## src/rtl/wwdt_pkg.sv

```systemverilog
package wwdt_pkg;

  // Item kinds carried on the input tuser
  typedef enum logic [1:0] {
    FUNC_TICK = 2'd0,
    FUNC_FEED = 2'd1,
    FUNC_MODE = 2'd2,
    FUNC_NONE = 2'd3
  } func_e;

  // Configuration register indexes
  typedef enum logic [1:0] {
    CFG_RELOAD  = 2'd0,
    CFG_WINDOW  = 2'd1,
    CFG_WARNING = 2'd2,
    CFG_SPARE   = 2'd3
  } cfg_idx_e;

  localparam int unsigned CfgIdxBits = 2;

  // Feed sequence bytes
  localparam logic [7:0] FEED_FIRST  = 8'hAA;
  localparam logic [7:0] FEED_SECOND = 8'h55;

  // Mode write bits
  localparam int unsigned MODE_ENABLE    = 0;
  localparam int unsigned MODE_RESET_EN  = 1;
  localparam int unsigned MODE_CLR_WARN  = 2;
  localparam int unsigned MODE_CLR_TMO   = 3;

  // Clamp limits
  localparam int unsigned RELOAD_MIN = 'hFF;
  localparam int unsigned WINDOW_MIN = 'h100;
  localparam int unsigned WARN_MAX   = 'h3FF;

endpackage

```

## src/rtl/windowed_watchdog_timer_top.sv

```systemverilog
// Windowed watchdog. Every input item (tick, feed byte or mode write) gives exactly one
// result item, which appears on the master side in the cycle after acceptance; one item is
// accepted in every cycle, since the counter, flags and feed sequence are all updated by
// a single decrement and a few compares in the cycle an item is taken. The result sits
// in one output register, so the slave side keeps accepting while the master side takes
// results and stalls only while that register is full and not being read. The dog arms
// once the enable bit is set and the 0xAA, 0x55 feed sequence completes; from then on
// ticks count down from the reload value, and reaching zero, or completing a feed above
// the window, is a timeout that sets the sticky timeout flag, pulses reset_pulse when
// reset is enabled and reloads the counter. Configuration writes take effect at once
// and must only be issued while no result is outstanding.
module windowed_watchdog_timer_top #(
  parameter int unsigned COUNTER_BITS = 24,
  parameter int unsigned WARNING_BITS = 10
) (
  input  logic                                     clk_i,
  input  logic                                     rst_ni,
  // configuration write port
  input  logic                                     cfg_we_i,
  input  logic [wwdt_pkg::CfgIdxBits-1:0]          cfg_addr_i,
  input  logic [COUNTER_BITS-1:0]                  cfg_wdata_i,
  // input items
  input  logic                                     s_axis_tvalid,
  output logic                                     s_axis_tready,
  input  logic [7:0]                               s_axis_tdata,  // [7:0] data
  input  logic [1:0]                               s_axis_tuser,  // [1:0] func
  // result items
  output logic                                     m_axis_tvalid,
  input  logic                                     m_axis_tready,
  // count_value, enabled, warning_flag, timeout_flag, reset_pulse, window_violation,
  // then zero fill up to the byte boundary
  output logic [((COUNTER_BITS+5+7)/8)*8-1:0]      m_axis_tdata
);
  import wwdt_pkg::*;

  localparam int unsigned OutBits = ((COUNTER_BITS + 5 + 7) / 8) * 8;
  localparam int unsigned WarnMaxInt =
      (WARNING_BITS >= 10) ? WARN_MAX : ((1 << WARNING_BITS) - 1);
  localparam logic [COUNTER_BITS-1:0] ReloadMin = COUNTER_BITS'(RELOAD_MIN);
  localparam logic [COUNTER_BITS-1:0] WindowMin = COUNTER_BITS'(WINDOW_MIN);
  localparam logic [COUNTER_BITS-1:0] CntOnes   = '1;
  localparam logic [WARNING_BITS-1:0] WarnMax   = WARNING_BITS'(WarnMaxInt);

  // configuration registers
  logic [COUNTER_BITS-1:0] reload_q, window_q;
  logic [WARNING_BITS-1:0] warning_q;
  logic [WARNING_BITS-1:0] cfg_warn;

  // watchdog state
  logic [COUNTER_BITS-1:0] counter_q, counter_d;
  logic enable_q, enable_d, reset_en_q, reset_en_d, running_q, running_d;
  logic half_q, half_d, warn_q, warn_d, tmo_q, tmo_d;
  logic pulse_d, viol_d;

  // result register
  logic                    out_valid_q;
  logic [COUNTER_BITS-1:0] out_count_q;
  logic                    out_en_q, out_warn_q, out_tmo_q, out_pulse_q, out_viol_q;

  logic                    in_accept;
  func_e                   func;
  logic [7:0]              data;
  logic [COUNTER_BITS-1:0] cnt_dec;

  assign func          = func_e'(s_axis_tuser);
  assign data          = s_axis_tdata;
  assign s_axis_tready = !out_valid_q || m_axis_tready;
  assign in_accept     = s_axis_tvalid && s_axis_tready;

  // configuration writes, clamped into range
  assign cfg_warn = cfg_wdata_i[WARNING_BITS-1:0];

  always_ff @(posedge clk_i or negedge rst_ni) begin
    if (!rst_ni) begin
      reload_q  <= ReloadMin;
      window_q  <= CntOnes;
      warning_q <= '0;
    end else if (cfg_we_i) begin
      unique case (cfg_idx_e'(cfg_addr_i))
        CFG_RELOAD:  reload_q  <= (cfg_wdata_i < ReloadMin) ? ReloadMin : cfg_wdata_i;
        CFG_WINDOW:  window_q  <= (cfg_wdata_i < WindowMin) ? WindowMin : cfg_wdata_i;
        CFG_WARNING: warning_q <= (cfg_warn > WarnMax) ? WarnMax : cfg_warn;
        default: ;
      endcase
    end
  end

  // decrement, held at zero
  assign cnt_dec = (counter_q == '0) ? '0 : counter_q - 1'b1;

  // next state for the accepted item
  always_comb begin
    counter_d  = counter_q;
    enable_d   = enable_q;
    reset_en_d = reset_en_q;
    running_d  = running_q;
    half_d     = half_q;
    warn_d     = warn_q;
    tmo_d      = tmo_q;
    pulse_d    = 1'b0;
    viol_d     = 1'b0;
    case (func)
      FUNC_TICK: begin
        if (enable_q && running_q) begin
          counter_d = cnt_dec;
          if (cnt_dec[COUNTER_BITS-1:WARNING_BITS] == '0 &&
              cnt_dec[WARNING_BITS-1:0] == warning_q) begin
            warn_d = 1'b1;
          end
          if (cnt_dec == '0) begin
            tmo_d     = 1'b1;
            counter_d = reload_q;
            pulse_d   = reset_en_q;
          end
        end
      end
      FUNC_FEED: begin
        if (data == FEED_FIRST) begin
          half_d = 1'b1;
        end else if (data == FEED_SECOND && half_q) begin
          half_d = 1'b0;
          if (enable_q && running_q && counter_q > window_q) begin
            viol_d    = 1'b1;
            tmo_d     = 1'b1;
            counter_d = reload_q;
            pulse_d   = reset_en_q;
          end else begin
            counter_d = reload_q;
            if (enable_q) begin
              running_d = 1'b1;
            end
          end
        end else begin
          half_d = 1'b0;
        end
      end
      FUNC_MODE: begin
        if (data[MODE_ENABLE])   enable_d   = 1'b1;
        if (data[MODE_RESET_EN]) reset_en_d = 1'b1;
        if (data[MODE_CLR_WARN]) warn_d     = 1'b0;
        if (data[MODE_CLR_TMO])  tmo_d      = 1'b0;
      end
      default: ;
    endcase
  end

  // state registers
  always_ff @(posedge clk_i or negedge rst_ni) begin
    if (!rst_ni) begin
      counter_q  <= ReloadMin;
      enable_q   <= 1'b0;
      reset_en_q <= 1'b0;
      running_q  <= 1'b0;
      half_q     <= 1'b0;
      warn_q     <= 1'b0;
      tmo_q      <= 1'b0;
    end else if (in_accept) begin
      counter_q  <= counter_d;
      enable_q   <= enable_d;
      reset_en_q <= reset_en_d;
      running_q  <= running_d;
      half_q     <= half_d;
      warn_q     <= warn_d;
      tmo_q      <= tmo_d;
    end
  end

  // result register: valid flag
  always_ff @(posedge clk_i or negedge rst_ni) begin
    if (!rst_ni) begin
      out_valid_q <= 1'b0;
    end else if (in_accept) begin
      out_valid_q <= 1'b1;
    end else if (m_axis_tready) begin
      out_valid_q <= 1'b0;
    end
  end

  // result register: payload
  always_ff @(posedge clk_i) begin
    if (in_accept) begin
      out_count_q <= counter_d;
      out_en_q    <= enable_d;
      out_warn_q  <= warn_d;
      out_tmo_q   <= tmo_d;
      out_pulse_q <= pulse_d;
      out_viol_q  <= viol_d;
    end
  end

  assign m_axis_tvalid = out_valid_q;
  assign m_axis_tdata  = OutBits'({out_viol_q, out_pulse_q, out_tmo_q, out_warn_q,
                                   out_en_q, out_count_q});

  // checks
  a_pulse_sets_tmo: assert property (@(posedge clk_i) disable iff (!rst_ni)
    out_valid_q && out_pulse_q |-> out_tmo_q)
    else $error("reset pulse without timeout flag");

  a_viol_sets_tmo: assert property (@(posedge clk_i) disable iff (!rst_ni)
    out_valid_q && out_viol_q |-> out_tmo_q && out_count_q == reload_q)
    else $error("window violation without timeout and reload");

  a_viol_from_feed: assert property (@(posedge clk_i) disable iff (!rst_ni)
    in_accept && func != FUNC_FEED |=> !out_viol_q)
    else $error("window violation from an item that is not a feed");

  a_pulse_needs_reset_en: assert property (@(posedge clk_i) disable iff (!rst_ni)
    out_valid_q && out_pulse_q |-> reset_en_q)
    else $error("reset pulse while reset is not enabled");

  a_enable_sticky: assert property (@(posedge clk_i) disable iff (!rst_ni)
    !$fell(enable_q) && !$fell(reset_en_q))
    else $error("sticky enable bit cleared");

endmodule
```

## config.mk

```make
export PLATFORM = sky130hd
export DESIGN_NAME = windowed_watchdog_timer_top
export DESIGN_NICKNAME = d
export VERILOG_FILES = /design/src/rtl/wwdt_pkg.sv /design/src/rtl/windowed_watchdog_timer_top.sv
export SDC_FILE = /design/constraint.sdc
export NUM_CORES = 1
export LEC_CHECK = 0
export ABC_AREA = 1
export BUFFER_PORTS_ARGS = -buffer_cell sky130_fd_sc_hd__buf_4
export CAP_MARGIN = 20
export CORE_MARGIN = 2
export CORE_UTILIZATION = 40
export CTS_CLUSTER_DIAMETER = 40
export CTS_CLUSTER_SIZE = 24
export DETAILED_ROUTE_END_ITERATION = 6
export SLEW_MARGIN = 25
export SYNTH_ARGS = -nofsm -noshare
export SYNTH_HDL_FRONTEND = slang
export SYNTH_SLANG_ARGS = --single-unit
export TNS_END_PERCENT = 20
```

## constraint.sdc

```tcl
create_clock -name clk_i -period 5.1 [get_ports clk_i]
set_input_delay 1.02 -clock clk_i [delete_from_list [all_inputs] [get_ports clk_i]]
set_output_delay 1.02 -clock clk_i [all_outputs]
set_load 0.005 [all_outputs]
```

### Word level (Yosys, flattened, before mapping)

Cells that the tools add are included.

* flip-flop bits (word level): 118
* input port bits: 41
* output and inout port bits: 34
* word-level logic and storage cells: 85

* $add $sub $neg: 1
* order comparisons: 4
* equality and inequality tests: 7
* muxes and demuxes: 32
* bitwise logic cells: 4
* reduce and logical (&&, ||, !) cells: 20

Operator list (number)
* 24-bit two-way mux: 7
* 24-bit zero test: 2
* 24-bit one-hot mux with 2 select lines: 1
* 24-bit > comparator: 1
* 24-bit by 8-bit less-than comparator with 1-bit output (second input constant): 1
* 24-bit by 9-bit less-than comparator with 1-bit output (second input constant): 1
* 24-bit by 1-bit subtractor with 24-bit output (second input constant): 1
* 1-bit two-way mux: 20
* 14-bit zero test: 1
* 10-bit equality test: 1
* 10-bit > comparator (second input constant): 1
* 10-bit two-way mux: 1
* 8-bit by 7-bit equality test with 1-bit output (second input constant): 1
* 8-bit equality test (second input constant): 1
* 2-bit AND reduction: 4
* 6-bit AND reduction: 1
* 1-bit logical AND: 5
* 2-bit by 1-bit equality test with 1-bit output (second input constant): 2
* 2-bit equality test (second input constant): 2
* 2-bit zero test: 2
* 1-bit inverter: 4
* 1-bit one-hot mux with 2 select lines: 2
* 1-bit one-hot mux with 3 select lines: 1
* 3-bit AND reduction: 1
* other kinds (4): 4

### Longest topological paths before layout

Gate-level depths: netlist of run 1.

* depth in word-level cells: 7
* gate-level depth with buffers: 21
* mapped depth without buffers: 20

### Least setup slack after synthesis of run 1

No wires, ideal clock.

* kind: input to register
* from: in s_axis_tuser[0]
* to: reg out_pulse_q (data pin)
* setup time: 0.129 ns
* arrival: 2.493 ns
* required time: 4.971 ns
* setup slack: 2.478 ns
* stages: 8
* path buffers: 1
* cells stage by stage: inv_1 -> nor2_1 -> inv_1 -> nor2_1 -> clkbuf_1 -> nand3_1 -> inv_1 -> o21a_1

* word-level cells in the longest chain between the ends: 2
* elaborated cells between the ends (all ways): 3
* those cells by class: 1 x eq/ne; 1 x mux; 1 x reduce/logical

Ends and longest elaborated chain
* start, declared: RTL line windowed_watchdog_timer_top.sv:26 `input logic [1:0] s_axis_tuser,`
* 2-bit by 1-bit equality test with 1-bit output / 2-bit zero test (equally long branches): RTL line windowed_watchdog_timer_top.sv:102 `case (func)`
* 1-bit one-hot mux with 2 select lines (*): RTL line windowed_watchdog_timer_top.sv:102
* net pulse_d: RTL line windowed_watchdog_timer_top.sv:53 `logic pulse_d, viol_d;`
* end signal, assigned: RTL line windowed_watchdog_timer_top.sv:186 `out_pulse_q <= pulse_d;`
* end, declared: RTL line windowed_watchdog_timer_top.sv:58 `logic out_en_q, out_warn_q, out_tmo_q, out_pulse_q, out_viol_q;`

Mark *: on every way through the listed nets, which the timed path passes. The rest lies on a longest branch.
A chain may end at the register's enable or synchronous reset.

### Final worst setup path of run 1

* from: in s_axis_tuser[0]
* to: reg counter_q[20]

* word-level cells in the longest chain between the ends: 2
* elaborated cells between the ends (all ways): 3
* those cells by class: 1 x eq/ne; 1 x mux; 1 x reduce/logical

Ends and longest elaborated chain
* 2-bit by 1-bit equality test with 1-bit output / 2-bit zero test (equally long branches): RTL line windowed_watchdog_timer_top.sv:102
* 24-bit one-hot mux with 2 select lines (*): RTL line windowed_watchdog_timer_top.sv:102
* net counter_d[20]: RTL line windowed_watchdog_timer_top.sv:50 `logic [COUNTER_BITS-1:0] counter_q, counter_d;`
* end signal, assigned: RTL line windowed_watchdog_timer_top.sv:150 `counter_q <= ReloadMin;`
* end signal, assigned: RTL line windowed_watchdog_timer_top.sv:158 `counter_q <= counter_d;`
* end, declared: RTL line windowed_watchdog_timer_top.sv:50

Marks and branches as above.

==> summary.txt, run 1 <==
Status
  • Status: complete, but fails checks
  • Failing checks: design-rule violations

GRT
  • GRT Util Overall: 23.17%
  • Largest net degree at the start of global routing: 49
  • Vias in the first global route: 6387
  • Initial antenna violation count: 0
  • Final global-route overflow total: 0
  • First-pass GRT wire length: 35310 microns

Clock tree
  • CTS H-Tree Depth: 4
  • Postcts setup bufs: 0
  • Clk sink count: 118
  • CTS tree: yes
  • CTS buffer count: 17
  • Reg clk slew, reported paths: 0.05 ns
  • CTS Root Buffer Type: clkbuf_16
  • Clk Latency, worst-skew pair: 0.42 ns
  • Hold Buf Count CTS: 0
  • Clock Tree Buf Depth: 2
  • CTS resizes: 0

Synthesis
  • Post-synth design cell area: 7412 sq um
  • Number of synthesized flops with an enable pin: 29
  • Most frequent cell after synthesis: nand2_1
  • Synth top cells by count: nand2_1, inv_1, nor2_1, nand3_1, o21ai_0
  • Synth async-reset ratio: 75.42%
  • Synth top area share: 17.02%
  • Most used DFF post-synth: dfrtp_1
  • Synth warn: 0
  • Top cells by area, synth: nand2_1, dfrtp_1, dfstp_2
  • Yosys reg bits: 118
  • Post-synthesis average cell area: 7.495 sq um
  • Synth area leader: nand2_1
  • Unique masters post-synth: 45
  • Register area share after synthesis: 42.47%
  • Mapped Cells: 989

Finish
  • Register area: 3148 sq um
  • Share of cells above drive strength 1: 19.79%
  • Antenna diode count: 0
  • Multi-input logic area: 3715 sq um
  • Final nets: 1120
  • Fillcell total: 1824
  • Area grow syn2layout: 18.06%

Floorplan
  • Chip width: 140.1 microns
  • CORE AREA: 18090 sq um
  • I/O pin cnt: 75
  • Die area: 19640 sq um
  • Initial Util: 40.98%
  • Chip height: 140.1 microns
  • Std cell rows: 49

Timing
  • Slew headroom: 34.20%
  • Worst-Margin Slew: 0.9869 ns
  • Pins over their slew limit: 0
  • Fin. Hold Viols: 0
  • Final hold slack: 0.4681 ns
  • Fin crit period: 3.158 ns
  • Layout Skew: 0.009526 ns
  • RSZ-0062 raised after global routing: no
  • Fin crit share: 61.92%
  • TNS Setup: 0 ns
  • # setup viols final: 0
  • Peak Freq: 316.7 MHz

Setup path
  • R2R depth: 18
  • WS Path Type: in -> reg
  • Critical Path Max Stage Delay: 0.69 ns
  • Crit path cell chain: buf_4 -> inv_1 -> nor2_1 -> inv_1 -> nor2_1 -> buf_4 -> a21oi_1 -> or2_2 -> nand2_2 -> nand2_1 -> nand2_1
  • Crit path max fanout: 10
  • Critical Path End Type: flop
  • Setup crit start kind: input port
  • Slowest CP cell: nor2_1
  • CP arrival: 3.51 ns
  • Required @ worst endpoint: 5.46 ns

Placed design
  • GPL Wtd Cong: 0.9557
  • Port bufs: 71
  • HPWL after DPL: 15860 microns

Route
  • Vias per inst: 5.221
  • DR pass1 iterations: 7
  • WL final: 21750 microns
  • DRT iter0 DRCs: 594
  • Wire per inst: 16.80 microns
  • Residual DRC: 20
  • Final ANT Viol Nets: 0
  • Via count: 6761

Worst hold path
  • Hold path cells: 1
  • Worst hold path class: reg -> reg

Run
  • Total of max-cap violations: 0

Pwr
  • Power Total: 3.623 mW
  • Power Dens Cells: 414.0 nW/um^2
  • Maximum vdd drop: 255.8 uV
  • Leakage: 4.363 nW
[kinds of logic after synthesis]
kind of cell | synth area share [%]
xor gates and xnor gates | 0.9453
adders and majority gates | 4.389
AOI/OAI and AO/OA | 10.16
buffers and inverters | 7.816
other | 0.05059
DFF | 42.47
and+or+nand+nor | 34.17
[through the flow]
step	area [sq um]	setup WS, ns	util, %	std cells
floorplan	7420	2.478	-	991
global placement	8113	1.689	44.86	1263
detailed placement	8115	1.542	44.87	1263
CTS	8745	1.979	48.35	1295
global route	8751	1.686	48.38	1295
finish	8751	1.942	48.38	1295
[layout make-up]
class	count	area share, %
sequential	118	35.97
inverter	99	4.246
clock inverter	8	1.330
tap	229	3.274
timing repair buffer	80	6.863
clock buffer	24	5.862
multi-input combinational	737	42.45
[per-layer routing]
metal | wire length, microns | track usage [%] | vias up
met5 | 0 | 0 | -
met4 | 294 | 5.795 | 0
met3 | 1652 | 5.641 | 19
met2 | 9591 | 34.66 | 224
met1 | 10210 | 33.79 | 3164
li1 | - | - | 3354
[state kept, by name (all words and copies together) (netlist names)]
name and flops:
counter_q 24, out_count_q 24, reload_q 24, window_q 24, warning_q 10, enable_q 1
half_q 1, m_axis_tvalid 1, out_en_q 1, out_pulse_q 1, out_tmo_q 1, out_viol_q 1
out_warn_q 1, reset_en_q 1, running_q 1, tmo_q 1, warn_q 1
[where the power goes]
| group | internal, mW | leakage, nW | switching, mW |
|---|---|---|---|
| combinational | 0.364 | 2.71 | 0.750 |
| clock | 0.846 | 0.315 | 0.430 |
| sequential | 1.12 | 1.34 | 0.113 |
[critical path, delay by kind of cell]
kind | cells | cell delay (ns)
buf+inv | 4 | 0.73
compound gates | 1 | 0.08
simple gates | 6 | 1.68
[path summary, 6_finish.rpt]
path | startpoint | end | slack (ns)
worst max-delay path | s_axis_tuser[0] | counter_q[20] | 1.94
worst min-delay path | reset_en_q | reset_en_q | 0.47
min in group asynchronous | rst_ni | counter_q[10] | 0.63
worst max register to register | counter_q[0] | counter_q[14] | 1.98
worst min register to register | reset_en_q | reset_en_q | 0.47
max in group asynchronous | rst_ni | window_q[18] | 3.46
[cell usage in the layout (no fill, tap or decap), types with 3 or more instances in the layout]
cell type / netlist / routed
buf_4: 12 / 80
nand2_1: 336 / 336
a211oi_1: 3 / 3
clkbuf_8: 0 / 4
nor3_1: 7 / 5
a21oi_1: 26 / 26
nor2_4: 3 / 3
conb_1: 1 / 3
edfxtp_1: 29 / 29
nand2_2: 14 / 14
or2_2: 6 / 6
inv_2: 2 / 3
a22oi_1: 16 / 16
nor2_1: 79 / 78
a31oi_1: 9 / 9
bufinv_16: 0 / 3
inv_1: 94 / 94
nand3_2: 14 / 14
clkbuf_16: 0 / 18
nor2_2: 10 / 11
xor2_1: 6 / 6
o211ai_1: 3 / 3
dfrtp_1: 49 / 49
nand3_1: 69 / 69
nor4_1: 4 / 4
dfstp_2: 40 / 40
nand4_1: 18 / 18
o21ai_0: 60 / 60
o21ai_1: 6 / 5
clkinv_2: 0 / 4
ha_1: 26 / 26
Power figures use the tool's default switching activity.
==> run 2: changes to the inputs <==
==> constraint.sdc (replaced) <==
create_clock -name clk_i -period 2.7 [get_ports clk_i]
set_input_delay 0.54 -clock clk_i [delete_from_list [all_inputs] [get_ports clk_i]]
set_output_delay 0.54 -clock clk_i [all_outputs]
set_load 0.005 [all_outputs]
==> run 2 against run 1 <==
Compared with the run above:
- the run still ends with design-rule violations left
- non-clock buffer count increased by 83
- worst hold slack got worse by 0.42 ns
- critical path type is now reg -> reg
- via count is 7.2% higher
- clock skew down 0.0037 ns
- flip-flop and latch count is the same
- largest cell class unchanged
- core utilization grew 5.5 points
- first-iteration DRC count grew 12%
==> summary.txt, run 2 (synthesis results as in run 1) <==
Finish
  • Final nets: 1204 (+7.5%)
  • Most frequent cells in the layout: nand2_1, buf_4, inv_1
  • Leading cell type in the layout, fill and taps excluded: nand2_1
  • Area grow syn2layout: 31.45%
  • Share of cells above drive strength 1: 30.35% (+11 points)
  • Antenna diode count: 0 (unchanged)
  • Fin util: 53.87% (+5.5 points)

Pwr
  • Leakage: 4.849 nW (+11%)
  • Maximum vdd drop: 444.9 uV (+74%)
  • Power Total: 7.537 mW (+110%)
  • Power Dens Cells: 773.5 nW/um^2 (+87%)

Floorplan
  • Std cell rows: 49 (unchanged)
  • CORE AREA: 18090 sq um (unchanged)
  • Chip height: 140.1 microns (unchanged)
  • Chip width: 140.1 microns (unchanged)
  • I/O pin cnt: 75 (unchanged)
  • Die area: 19640 sq um (unchanged)
  • Initial Util: 40.98% (unchanged)

GRT
  • Initial antenna violation count: 0 (unchanged)
  • Vias in the first global route: 6626 (+3.7%)
  • Final global-route overflow total: 0 (unchanged)
  • First-pass GRT wire length: 36980 microns (+4.7%)
  • GRT Util Overall: 24.57% (+1.4 points)
  • Largest net degree at the start of global routing: 62 (+27%)

Timing
  • Fin. Hold Viols: 0 (unchanged)
  • Final hold slack: 0.04937 ns (-0.4187 ns)
  • Slew headroom: 46.44% (+12 points)
  • Worst-Margin Slew: 0.7981 ns (-0.1888 ns)
  • Setup WS post-layout: 0.1123 ns (-1.830 ns)
  • Pins over their slew limit: 0 (unchanged)
  • Fin crit period: 2.588 ns
  • # setup viols final: 0 (unchanged)
  • Layout Skew: 0.005858 ns (-0.003669 ns)
  • Fin crit share: 95.84%
  • RSZ-0062 raised after global routing: yes
  • Peak Freq: 386.4 MHz

Clock tree
  • Clk sink count: 118 (unchanged)
  • Clk Latency, worst-skew pair: 0.43 ns (about the same)
  • CTS tree: yes
  • Clock Tree Buf Depth: 2 (unchanged)
  • CTS Root Buffer Type: clkbuf_16
  • Hold Buf Count CTS: 0 (unchanged)
  • CTS buffer count: 17 (unchanged)
  • CTS H-Tree Depth: 4 (unchanged)
  • Reg clk slew, reported paths: 0.06 ns (about the same)

Route
  • Wire per inst: 17.40 microns (+3.6%)
  • Vias per inst: 5.256 (+0.67%)
  • Via count: 7248 (+7.2%)
  • WL final: 23990 microns (+10%)
  • Final ANT Viol Nets: 0 (unchanged)
  • DRT iter0 DRCs: 666 (+12%)
  • DR pass1 iterations: 7 (unchanged)
  • Residual DRC: 7 (-65%)

Worst hold path
  • Worst hold path class: in -> async

Status
  • Failing checks: design-rule violations
  • Status: complete, but fails checks

Setup path
  • Crit path cell chain: nor2_4 -> buf_4 -> nand2_1 -> nor2_1 -> nand3_1 -> nand3_2 -> buf_4 -> nand2_1 -> nor2_2 -> nand2_2 -> nor2_8 -> clkbuf_16 -> nand3_1 -> nand2_1 -> nand2_1 -> nand2_1 -> nand2_1 -> nand2_1 -> nand2_1 -> nand2_1
  • Slowest CP cell: dfrtp_2
  • WS Path Type: reg -> reg
  • CP most frequent cell: nand2_1
  • CP arrival: 2.95 ns (-0.56 ns)
  • Crit path max fanout: 5 (-5)
  • Critical Path End Type: flop
  • Required @ worst endpoint: 3.07 ns (-2.39 ns)
  • Critical Path Max Stage Delay: 0.44 ns (-0.25 ns)
  • Setup crit start kind: flop

Placed design
  • HPWL after DPL: 17420 microns (+9.8%)
  • GPL Wtd Cong: 1.044 (+9.2%)
  • Port bufs: 71 (unchanged)
  • DP Worst Slack: -0.08149 ns (-1.624 ns)

Run
  • Total of max-cap violations: 0 (unchanged)
-- run 2: cell types whose count changed in the layout (fill, tap and decap cells not counted), sizes merged --
cell and change:
clkinv +2, buf +81, bufinv -2, nand3 +1
clkbuf -5, clkinvlp +2, inv +5
-- run 2: layer usage --
layer	wire length, microns	vias up	global-route usage (%)
met5	0	-	0
met4	511	0	7.602
met3	1525	41	5.197
met2	10380	251	36.30
met1	11580	3426	36.13
li1	-	3530	-
-- run 2: path summary, 6_finish.rpt --
kind | start | endpoint | slack, ns | cells past startpoint
setup / recovery | counter_q[9] | counter_q[14] | 0.11 | 20
hold / removal | rst_ni | warn_q | 0.05 | 1
setup reg to reg | counter_q[9] | counter_q[14] | 0.11 | 20
min in group clk_i | cfg_wdata_i[13] | reload_q[13] | 0.32 | 3
max in group asynchronous | rst_ni | window_q[23] | 1.91 | 2
hold reg to reg | warn_q | warn_q | 0.48 | 2
-- run 2: final cells by class --
| class | count | area, sq um |
|---|---|---|
| clock buffer | 17 | 425.4 |
| tap | 229 | 286.5 |
| inverter | 99 | 374.1 |
| timing repair buffer | 163 | 1370 |
| sequential | 118 | 3151 |
| clock inverter | 15 | 145.1 |
| fill | 1737 | 8343 |
| multi-input combinational | 738 | 3991 |
-- run 2: critical path: cells and delay by family (launching register included) --
kind / cells / cell delay, ns
AND/OR/NAND/NOR: 17 / 1.65
flip-flops: 1 / 0.44
buffers and inverters: 3 / 0.43
-- run 2: power breakdown --
group,switching [mW],internal [mW]
clock,0.926,1.28
sequential,0.179,2.11
combinational,1.77,1.26
total,2.88,4.66
-- run 2: through the flow --
stage	area [sq um]	TNS, ns	instances
6_report	9743	0	1379
5_1_grt	9743	-0.1519	1379
4_1_cts	9233	-0.02301	1356
3_5_place_dp	8655	-0.1841	1324
3_3_place_gp	8655	-0.2262	1324
2_1_floorplan	7420	0	991
-- run 2: timing repair --
item,4_1_cts,5_1_grt
setup endpoints to repair,6,52
pin swaps,0,22
resized for setup,2,76
gates cloned,0,3
setup buffers,0,20
